## config.mk

```make
export PLATFORM = sky130hd
export DESIGN_NAME = refcounted_slot_allocator_top
export DESIGN_NICKNAME = d
export VERILOG_FILES = /design/src/rtl/rsa_pkg.sv /design/src/rtl/refcounted_slot_allocator_top.sv
export SDC_FILE = /design/constraint.sdc
export NUM_CORES = 2
export LEC_CHECK = 0
export ABC_AREA = 0
export BUFFER_PORTS_ARGS = -buffer_cell sky130_fd_sc_hd__buf_4
export CAP_MARGIN = 20
export CORE_ASPECT_RATIO = 1.75
export CORE_MARGIN = 4
export CORE_UTILIZATION = 48
export DETAILED_ROUTE_END_ITERATION = 12
export PLACE_DENSITY = 0.73
export REMOVE_ABC_BUFFERS = 1
export SLEW_MARGIN = 20
export SYNTH_ARGS = -nofsm -noshare
export SYNTH_HDL_FRONTEND = slang
export SYNTH_SLANG_ARGS = --single-unit
export TNS_END_PERCENT = 10
```

## constraint.sdc

```tcl
create_clock -name clk_i -period 16.35 [get_ports clk_i]
set_input_delay 3.27 -clock clk_i [delete_from_list [all_inputs] [get_ports clk_i]]
set_output_delay 3.27 -clock clk_i [all_outputs]
set_load 0.02 [all_outputs]
```

## src/rtl/rsa_pkg.sv

```systemverilog
// Shared types and constants for the refcounted slot allocator.
package rsa_pkg;

  localparam int unsigned SlotCount  = 32;
  localparam int unsigned ProgramMax = 16;
  localparam int unsigned SlotW      = $clog2(SlotCount);
  localparam int unsigned ProgW      = $clog2(ProgramMax);
  localparam int unsigned RefW       = 16;
  localparam logic [RefW-1:0] RefMax = '1;

  typedef enum logic [1:0] {
    REQ_BIND   = 2'd0,
    REQ_UNBIND = 2'd1,
    REQ_LOAD   = 2'd2,
    REQ_NOP    = 2'd3
  } req_e;

  typedef enum logic [2:0] {
    ST_HIT      = 3'd0,
    ST_FREE     = 3'd1,
    ST_EVICTED  = 3'd2,
    ST_NO_SLOT  = 3'd3,
    ST_HELD     = 3'd4,
    ST_RELEASED = 3'd5,
    ST_UNMAPPED = 3'd6,
    ST_STORED   = 3'd7
  } status_e;

  typedef enum logic [2:0] {
    S_IDLE,
    S_LOOKUP,
    S_FREE,
    S_EVICT,
    S_EVCHK,
    S_WRITE,
    S_OUT
  } state_e;

  typedef struct packed {
    logic [1:0]  req_type;
    logic [31:0] object_id;
    logic [3:0]  list_index;
  } req_t;

  typedef struct packed {
    logic [4:0]  slot;
    logic [2:0]  status;
    logic [31:0] evicted_id;
  } rsp_t;

endpackage

```

## src/rtl/refcounted_slot_allocator_top.sv

```systemverilog
// Top level of the refcounted slot allocator: sequencer around the slot id memory.
//
// channel | dir | handshake           | payload
// req     | in  | req_valid_i/ready_o | req_i (req_t)
// rsp     | out | rsp_valid_o/ready_i | rsp_o (rsp_t)
// cfg     | in  | cfg_we_i            | cfg_wdata_i (slot_limit)
//
// Bind and unbind scan slots 1..31 through the id memory, one read a cycle, then write
// once.
// A bind miss adds a free scan of up to limit-1 slots (valid bits in flops), an eviction
// scan that reads and then checks each slot, and a commit. Load and no-op answer
// in the cycle after the accept.
// Reset empties all slots at once through the valid bits; no clearing pass.
// A result waits in the output register; the next item is taken the cycle after it leaves.
module refcounted_slot_allocator_top
  import rsa_pkg::*;
(
  input  logic       clk_i,
  input  logic       rst_ni,
  input  logic       cfg_we_i,
  input  logic [5:0] cfg_wdata_i,
  input  logic       req_valid_i,
  output logic       req_ready_o,
  input  req_t       req_i,
  output logic       rsp_valid_o,
  input  logic       rsp_ready_i,
  output rsp_t       rsp_o
);

  logic [31:0]        ids_mem [SlotCount];
  logic [31:0]        prog_mem [ProgramMax];
  logic [SlotCount-1:0] valid_q, valid_d;
  logic [RefW-1:0]    ref_q [SlotCount];
  logic [5:0]         limit_q;
  logic [SlotW-1:0]   cursor_q, cursor_d;
  logic [ProgW:0]     plen_q, plen_d;

  state_e             state_q, state_d;
  req_t               req_q, req_d;
  logic [SlotW-1:0]   pos_q, pos_d, start_q, start_d;
  logic [SlotW:0]     cnt_q, cnt_d;
  logic [SlotW-1:0]   found_q, found_d;
  logic               rsp_valid_q, rsp_valid_d;
  rsp_t               rsp_q, rsp_d;
  logic [31:0]        rd_q;
  logic [31:0]        old_q, old_d;

  logic [SlotW-1:0]   rd_addr;
  logic               wr_en;
  logic [SlotW-1:0]   wr_slot;
  logic               ref_we;
  logic [RefW-1:0]    ref_wv;
  logic [SlotW:0]     lim;
  logic [SlotW-1:0]   pos_nx;
  logic               in_prog;

  always_comb begin
    if (limit_q < 6'd2) lim = (SlotW+1)'(2);
    else if (limit_q > 6'(SlotCount)) lim = (SlotW+1)'(SlotCount);
    else lim = limit_q[SlotW:0];
  end

  always_comb begin
    if ({1'b0, pos_q} + 1'b1 >= lim) pos_nx = SlotW'(1);
    else pos_nx = pos_q + 1'b1;
  end

  always_comb begin
    in_prog = 1'b0;
    for (int a = 0; a < ProgramMax; a++) begin
      if ((ProgW+1)'(a) < plen_q && prog_mem[a] == rd_q) in_prog = 1'b1;
    end
  end

  always_ff @(posedge clk_i) begin
    rd_q <= ids_mem[rd_addr];
    if (wr_en) ids_mem[wr_slot] <= req_q.object_id;
    if (state_q == S_IDLE && req_valid_i && req_ready_o &&
        req_i.req_type == REQ_LOAD) begin
      prog_mem[req_i.list_index] <= req_i.object_id;
    end
  end

  always_ff @(posedge clk_i or negedge rst_ni) begin
    if (!rst_ni) begin
      for (int i = 0; i < SlotCount; i++) ref_q[i] <= '0;
    end else if (ref_we) begin
      ref_q[wr_slot] <= ref_wv;
    end
  end

  always_ff @(posedge clk_i or negedge rst_ni) begin
    if (!rst_ni) begin
      state_q     <= S_IDLE;
      valid_q     <= '0;
      limit_q     <= 6'd32;
      cursor_q    <= SlotW'(1);
      plen_q      <= '0;
      rsp_valid_q <= 1'b0;
      cnt_q       <= '0;
    end else begin
      state_q     <= state_d;
      valid_q     <= valid_d;
      cursor_q    <= cursor_d;
      plen_q      <= plen_d;
      rsp_valid_q <= rsp_valid_d;
      cnt_q       <= cnt_d;
      if (cfg_we_i) limit_q <= cfg_wdata_i;
    end
  end

  always_ff @(posedge clk_i) begin
    req_q   <= req_d;
    pos_q   <= pos_d;
    start_q <= start_d;
    found_q <= found_d;
    rsp_q   <= rsp_d;
    old_q   <= old_d;
  end

  assign req_ready_o = (state_q == S_IDLE) && !rsp_valid_q;
  assign rsp_valid_o = rsp_valid_q;
  assign rsp_o       = rsp_q;

  always_comb begin
    state_d     = state_q;
    req_d       = req_q;
    pos_d       = pos_q;
    start_d     = start_q;
    cnt_d       = cnt_q;
    found_d     = found_q;
    valid_d     = valid_q;
    cursor_d    = cursor_q;
    plen_d      = plen_q;
    rsp_valid_d = rsp_valid_q;
    rsp_d       = rsp_q;
    old_d       = old_q;
    rd_addr     = pos_q;
    wr_en       = 1'b0;
    wr_slot     = found_q;
    ref_we      = 1'b0;
    ref_wv      = '0;

    if (rsp_valid_q && rsp_ready_i) rsp_valid_d = 1'b0;

    case (state_q)
      S_IDLE: begin
        rd_addr = SlotW'(1);
        if (req_valid_i && req_ready_o) begin
          req_d   = req_i;
          found_d = '0;
          pos_d   = SlotW'(1);
          cnt_d   = '0;
          case (req_i.req_type)
            REQ_BIND, REQ_UNBIND: state_d = S_LOOKUP;
            REQ_LOAD: begin
              plen_d      = {1'b0, req_i.list_index} + 1'b1;
              rsp_d       = '{slot: '0, status: ST_STORED, evicted_id: '0};
              rsp_valid_d = 1'b1;
            end
            default: begin
              rsp_d       = '{slot: '0, status: ST_UNMAPPED, evicted_id: '0};
              rsp_valid_d = 1'b1;
            end
          endcase
        end
      end
      // rd_q holds ids_mem[pos_q] read in the previous cycle
      S_LOOKUP: begin
        if (found_q == '0 && valid_q[pos_q] && rd_q == req_q.object_id)
          found_d = pos_q;
        pos_d   = pos_q + 1'b1;
        rd_addr = pos_q + 1'b1;
        if (pos_q == SlotW'(SlotCount - 1)) state_d = S_WRITE;
        if (pos_q == SlotW'(SlotCount - 1) && req_q.req_type == REQ_BIND &&
            !(found_q == '0 && valid_q[pos_q] && rd_q == req_q.object_id) &&
            found_q == '0) begin
          state_d = S_FREE;
          if (cursor_q == '0 || {1'b0, cursor_q} >= lim) begin
            start_d = SlotW'(1);
            pos_d   = SlotW'(1);
          end else begin
            start_d = cursor_q;
            pos_d   = cursor_q;
          end
        end
      end
      S_FREE: begin
        if (!valid_q[pos_q]) begin
          found_d = pos_q;
          state_d = S_WRITE;
        end else if (cnt_q + 1'b1 >= lim - 1'b1) begin
          cnt_d    = '0;
          cursor_d = start_q;
          pos_d    = (({1'b0, start_q} + 1'b1) >= lim) ? SlotW'(1) : start_q + 1'b1;
          state_d  = S_EVICT;
        end else begin
          cnt_d = cnt_q + 1'b1;
          pos_d = pos_nx;
        end
      end
      S_EVICT: begin
        rd_addr = pos_q;
        state_d = S_EVCHK;
      end
      S_EVCHK: begin
        if (!in_prog) begin
          found_d = pos_q;
          old_d   = rd_q;
          state_d = S_OUT;
        end else if (cnt_q + 1'b1 >= lim - 1'b1) begin
          rsp_d       = '{slot: '0, status: ST_NO_SLOT, evicted_id: '0};
          rsp_valid_d = 1'b1;
          state_d     = S_IDLE;
        end else begin
          cnt_d   = cnt_q + 1'b1;
          pos_d   = pos_nx;
          state_d = S_EVICT;
        end
      end
      S_WRITE: begin
        wr_slot = found_q;
        state_d = S_IDLE;
        rsp_valid_d = 1'b1;
        if (req_q.req_type == REQ_BIND) begin
          rsp_d = '{slot: found_q, status: ST_HIT, evicted_id: '0};
          ref_we = 1'b1;
          ref_wv = (ref_q[found_q] == RefMax) ? RefMax : ref_q[found_q] + 1'b1;
          if (!valid_q[found_q]) begin
            wr_en    = 1'b1;
            valid_d[found_q] = 1'b1;
            ref_wv   = RefW'(1);
            cursor_d = found_q;
            rsp_d    = '{slot: found_q, status: ST_FREE, evicted_id: '0};
          end
        end else if (found_q == '0) begin
          rsp_d = '{slot: '0, status: ST_UNMAPPED, evicted_id: '0};
        end else if (ref_q[found_q] <= RefW'(1)) begin
          ref_we           = 1'b1;
          ref_wv           = '0;
          valid_d[found_q] = 1'b0;
          cursor_d         = found_q;
          rsp_d = '{slot: found_q, status: ST_RELEASED, evicted_id: '0};
        end else begin
          ref_we = 1'b1;
          ref_wv = ref_q[found_q] - 1'b1;
          rsp_d  = '{slot: found_q, status: ST_HELD, evicted_id: '0};
        end
      end
      S_OUT: begin
        // eviction commit
        wr_slot          = found_q;
        wr_en            = 1'b1;
        ref_we           = 1'b1;
        ref_wv           = RefW'(1);
        valid_d[found_q] = 1'b1;
        cursor_d         = found_q;
        rsp_d = '{slot: found_q, status: ST_EVICTED, evicted_id: old_q};
        rsp_valid_d = 1'b1;
        state_d = S_IDLE;
      end
      default: state_d = S_IDLE;
    endcase
  end

`ifndef SYNTHESIS
  a_slot0_free: assert property (@(posedge clk_i) disable iff (!rst_ni) !valid_q[0])
    else $error("slot zero became valid");
  a_no_accept_busy: assert property (@(posedge clk_i) disable iff (!rst_ni)
    (req_valid_i && req_ready_o) |=> !req_ready_o)
    else $error("item accepted while busy");
  a_rsp_slot: assert property (@(posedge clk_i) disable iff (!rst_ni)
    (rsp_valid_o && (rsp_o.status == ST_FREE || rsp_o.status == ST_EVICTED))
      |-> rsp_o.slot != '0)
    else $error("allocation reported slot zero");
  a_ev_zero: assert property (@(posedge clk_i) disable iff (!rst_ni)
    (rsp_valid_o && rsp_o.status != ST_EVICTED) |-> rsp_o.evicted_id == '0)
    else $error("evicted id set on non-eviction");
`endif

endmodule

```

==> flow_metrics.py <==
metrics = {
    "grt": {
        "globalRouteOverflowTotal": 0,
        "grtUsageTotal_pct": 28.0,
        "via_count_of_the_first_global_routing_pass": 57800,
        "antenna_found_initial": 17,
        "grt_pass1_wl_mm": 408,
        "grt_max_degree": 187,
    },
    "floorplanning": {
        "die_x_um": 342,
        "die_h_um": 592,
        "placementRows": 214,
        "start_util_pct": 48.2,
        "io-pin-count": 91,
        "die-area_sq_um": 203000,
        "placeableCoreArea_sq_um": 194000,
    },
    "job": {
        "number_of_max_cap_violations": 0,
    },
    "power_and_ir_drop": {
        "power_per_cell_area_nw_per_um2": 179,
        "power_frac_seq_pct": 38.9,
        "switching_share_pct": 35.8,
        "switchingPower_mw": 6.67,
        "totalPowerFinal_mw": 18.6,
        "comb_power_share_pct": 35.9,
        "power_frac_clock_pct": 25.2,
        "intPower_mw": 12.0,
        "vdd.ir_drop.worst_v": 0.000207,
        "power_leakage_nw": 37.2,
    },
    "layout": {
        "fin_nets": 6527,
        "area.growth.synth_to_final_pct": 11.5,
        "postLayoutCellArea_sq_um": 104000,
        "finalNonFillerCells": 9191,
        "layout-drive-gt1-share_pct": 15.2,
    },
    "route": {
        "drt-pass1-iter-count": 8,
        "avgViaCountPerCell": 6.23,
        "drtAntennaViolNets": 0,
        "dr_total_vias": 57300,
        "routed_wl_mm": 286,
        "routedWlPerCell_um": 31.1,
        "first_iter_violations": 7586,
        "drcViolationCount": 0,
    },
    "synth": {
        "leading_cell_types_by_total_area_after_synthesis": "edfxtp_1 (53%), dfrtp_1 (15%), mux4_2 (6.4%)",
        "dominantRegCellSynth": "edfxtp_1",
        "synth_enable_flop_cells": 1657,
        "syn-cell-area_sq_um": 93700,
        "avgSynthCellArea_sq_um": 14.7,
        "cell_variety_after_synth": 91,
        "synth.most_common_cell": "edfxtp_1",
        "synthDominantCellAreaShare_pct": 53.1,
        "synth_async_sr_flop_share_pct": 25.2,
        "synth_seq_cells": 2259,
        "most_used_standard_cells_in_the_synthesized_netlist": "edfxtp_1 (1657), dfrtp_1 (568), nand2_1 (501), nor2_1 (501), a21oi_1 (391)",
        "synth_sequential_area_ratio_pct": 69.0,
        "syn-instance-count": 6379,
        "ys_warn_count": 0,
        "top_cell_type_by_total_area_after_synthesis": "edfxtp_1",
    },
    "place": {
        "gp_congestion": 0.950,
        "post-dp-hpwl_mm": 168,
        "place_area_sq_um": 97800,
        "place.detailed.instances": 8831,
        "place.port_buffers": 90,
    },
    "timing": {
        "worst_pin_slew_ns": 1.30,
        "final_min_period_over_clock_period_pct": 43.8,
        "finalMaxSlewViolations": 0,
        "timing.max_slew.rel_slack_pct": 12.5,
        "max_freq_ghz": 0.140,
        "setup_viol_count_final": 0,
        "grt_setup_unrepaired": "false",
        "final_hold_viol_count": 0,
        "post_route_minimum_period_ns": 7.17,
        "fin_worst_skew_ns": 0.0576,
    },
    "clock_network": {
        "clkLatencyLatePin_ns": 0.86,
        "cts.htree.levels": 4,
        "numCtsBuffers": 193,
        "cts_tree": "yes",
        "cts_sinks": 2259,
        "holdBufCountCts": 0,
        "cts-root-buf": "clkbuf_16",
        "cts.reportedPaths.clkPinSlew_ns": 0.07,
        "cts_buffer_depth": 4,
        "post_cts_buffers": 0,
        "post_cts_resized": 0,
    },
    "setup_path": {
        "timing.critical_path.required_ns": 16.99,
        "crit_end": "ref_q[305]$_DFFE_PN0P_",
        "start_kind": "register",
        "rr_startpoint": "found_q[0]$_SDFFCE_PN0P_",
        "critPathLaunch": "found_q[0]$_SDFFCE_PN0P_",
        "timing.critical_path.to_type": "register",
        "crit_fanout": 131,
        "reg2reg_setup_slack_ns": 9.18,
        "r2r_cells": 11,
        "classification_of_the_worst_setup_path": "reg2reg",
        "worst_r2r_endpoint": "ref_q[305]$_DFFE_PN0P_",
        "critical_path_arrival_ns": 7.81,
    },
    "outcome": {
        "run_status": "completed",
    },
    "worst_hold_path": {
        "min-delay-path-class": "reg2reg",
    },
}
-- flip-flops by register name (all words and copies together) (netlist names), named ones only --
name,count
cnt_q,6
start_q,5
rsp_valid_o,1
limit_q,6
rd_q,32
state_q,3
ids_mem,1024
prog_mem,512
ref_q,512
old_q,32
pos_q,5
rsp_o,40
plen_q,5
cursor_q,5
found_q,5
req_q,34
-- layout make-up --
type,instances,area (sq um)
inverter,20,75.1
clock buffer,252,5290
antenna,7,17.5
timing repair buffer,281,2320
fill,15200,89700
clock inverter,92,1050
multi-input combinational,3688,27700
tap,2592,3240
sequential,2259,64700
-- power groups by stage --
stage	logic, mW	clock network (mW)	registers (mW)
after CTS	6.63	4.73	7.25
final	6.69	4.70	7.25
after global routing	7.09	4.96	7.30
after floorplan	4.99	0	7.63
after detailed placement	6.58	0	7.37
after global placement	6.45	0	7.34
-- per-layer routing --
metal / GRT usage, % / wire length, um / part of all wire [%] / up-vias
li1: - / - / - / 23900
met1: 32.1 / 94700 / 33 / 29100
met2: 48.0 / 144000 / 50 / 3279
met3: 4.64 / 24200 / 8.5 / 994
met4: 19.5 / 23300 / 8.2 / 6
met5: 0 / 45 / 0.016 / -
-- how the worst min path moves through the flow --
stage                                  end              startpoint  slack (ns)  cells after the start
floorplan           ref_q[511]$_DFFE_PN0P_  ref_q[511]$_DFFE_PN0P_        0.44                      2
global placement    ref_q[511]$_DFFE_PN0P_  ref_q[511]$_DFFE_PN0P_        0.46                      2
detailed placement  ref_q[129]$_DFFE_PN0P_  ref_q[129]$_DFFE_PN0P_        0.47                      2
CTS                 ref_q[129]$_DFFE_PN0P_  ref_q[129]$_DFFE_PN0P_        0.48                      2
global route        ref_q[388]$_DFFE_PN0P_  ref_q[388]$_DFFE_PN0P_        0.50                      2
finish               ref_q[25]$_DFFE_PN0P_   ref_q[25]$_DFFE_PN0P_        0.48                      2
-- kinds of logic (layout without fill, tap and decap cells) --
kind of cell    after synthesis  after routing  share of synthesized area [%]
flops                      2259           2259                           69.0
simple gates               1636           1636                           8.12
other cells                   1              8                        0.00400
buf+inv                     432            645                           1.96
mux                         595            595                           9.99
compound gates              857            857                           5.14
xor+xnor                    564            564                           5.27
fa+ha+maj                    35             35                          0.468
-- critical path, cell delays in order, from the launching register on --
cell	delay (ns)
edfxtp_1	0.80
buf_12	0.58
buf_4	0.95
mux2i_1	0.28
o22ai_1	0.11
nor4_1	0.68
nand2_1	0.37
or4_4	0.63
o31ai_2	0.67
buf_4	0.30
o22a_1	0.87
o21ai_0	0.26
-- per-stage QoR --
step                      utilization, %  worst slack, ns  hold WS (ns)  setup TNS (ns)
after detailed placement            50.4             9.25         0.470               0
after CTS                           53.7             9.23         0.484               0
after global routing                53.8             8.98         0.502               0
after floorplan                        -            -9.17         0.438         -293.50
final                               53.8             9.18         0.481               0
after global placement              50.3             9.35         0.457               0
-- placed cells by master (no fill, tap or decap), drive strengths merged, types with 109 or more instances in the layout --
cell,n
buf,281
o21ai,219
xnor2,364
nand4,109
nand3,204
xor2,200
nand2,503
a21oi,392
clkbuf,252
mux2i,275
edfxtp,1657
nor2,501
dfrtp,568
o22ai,149
mux4,266
(Power assumes the default switching activity.)
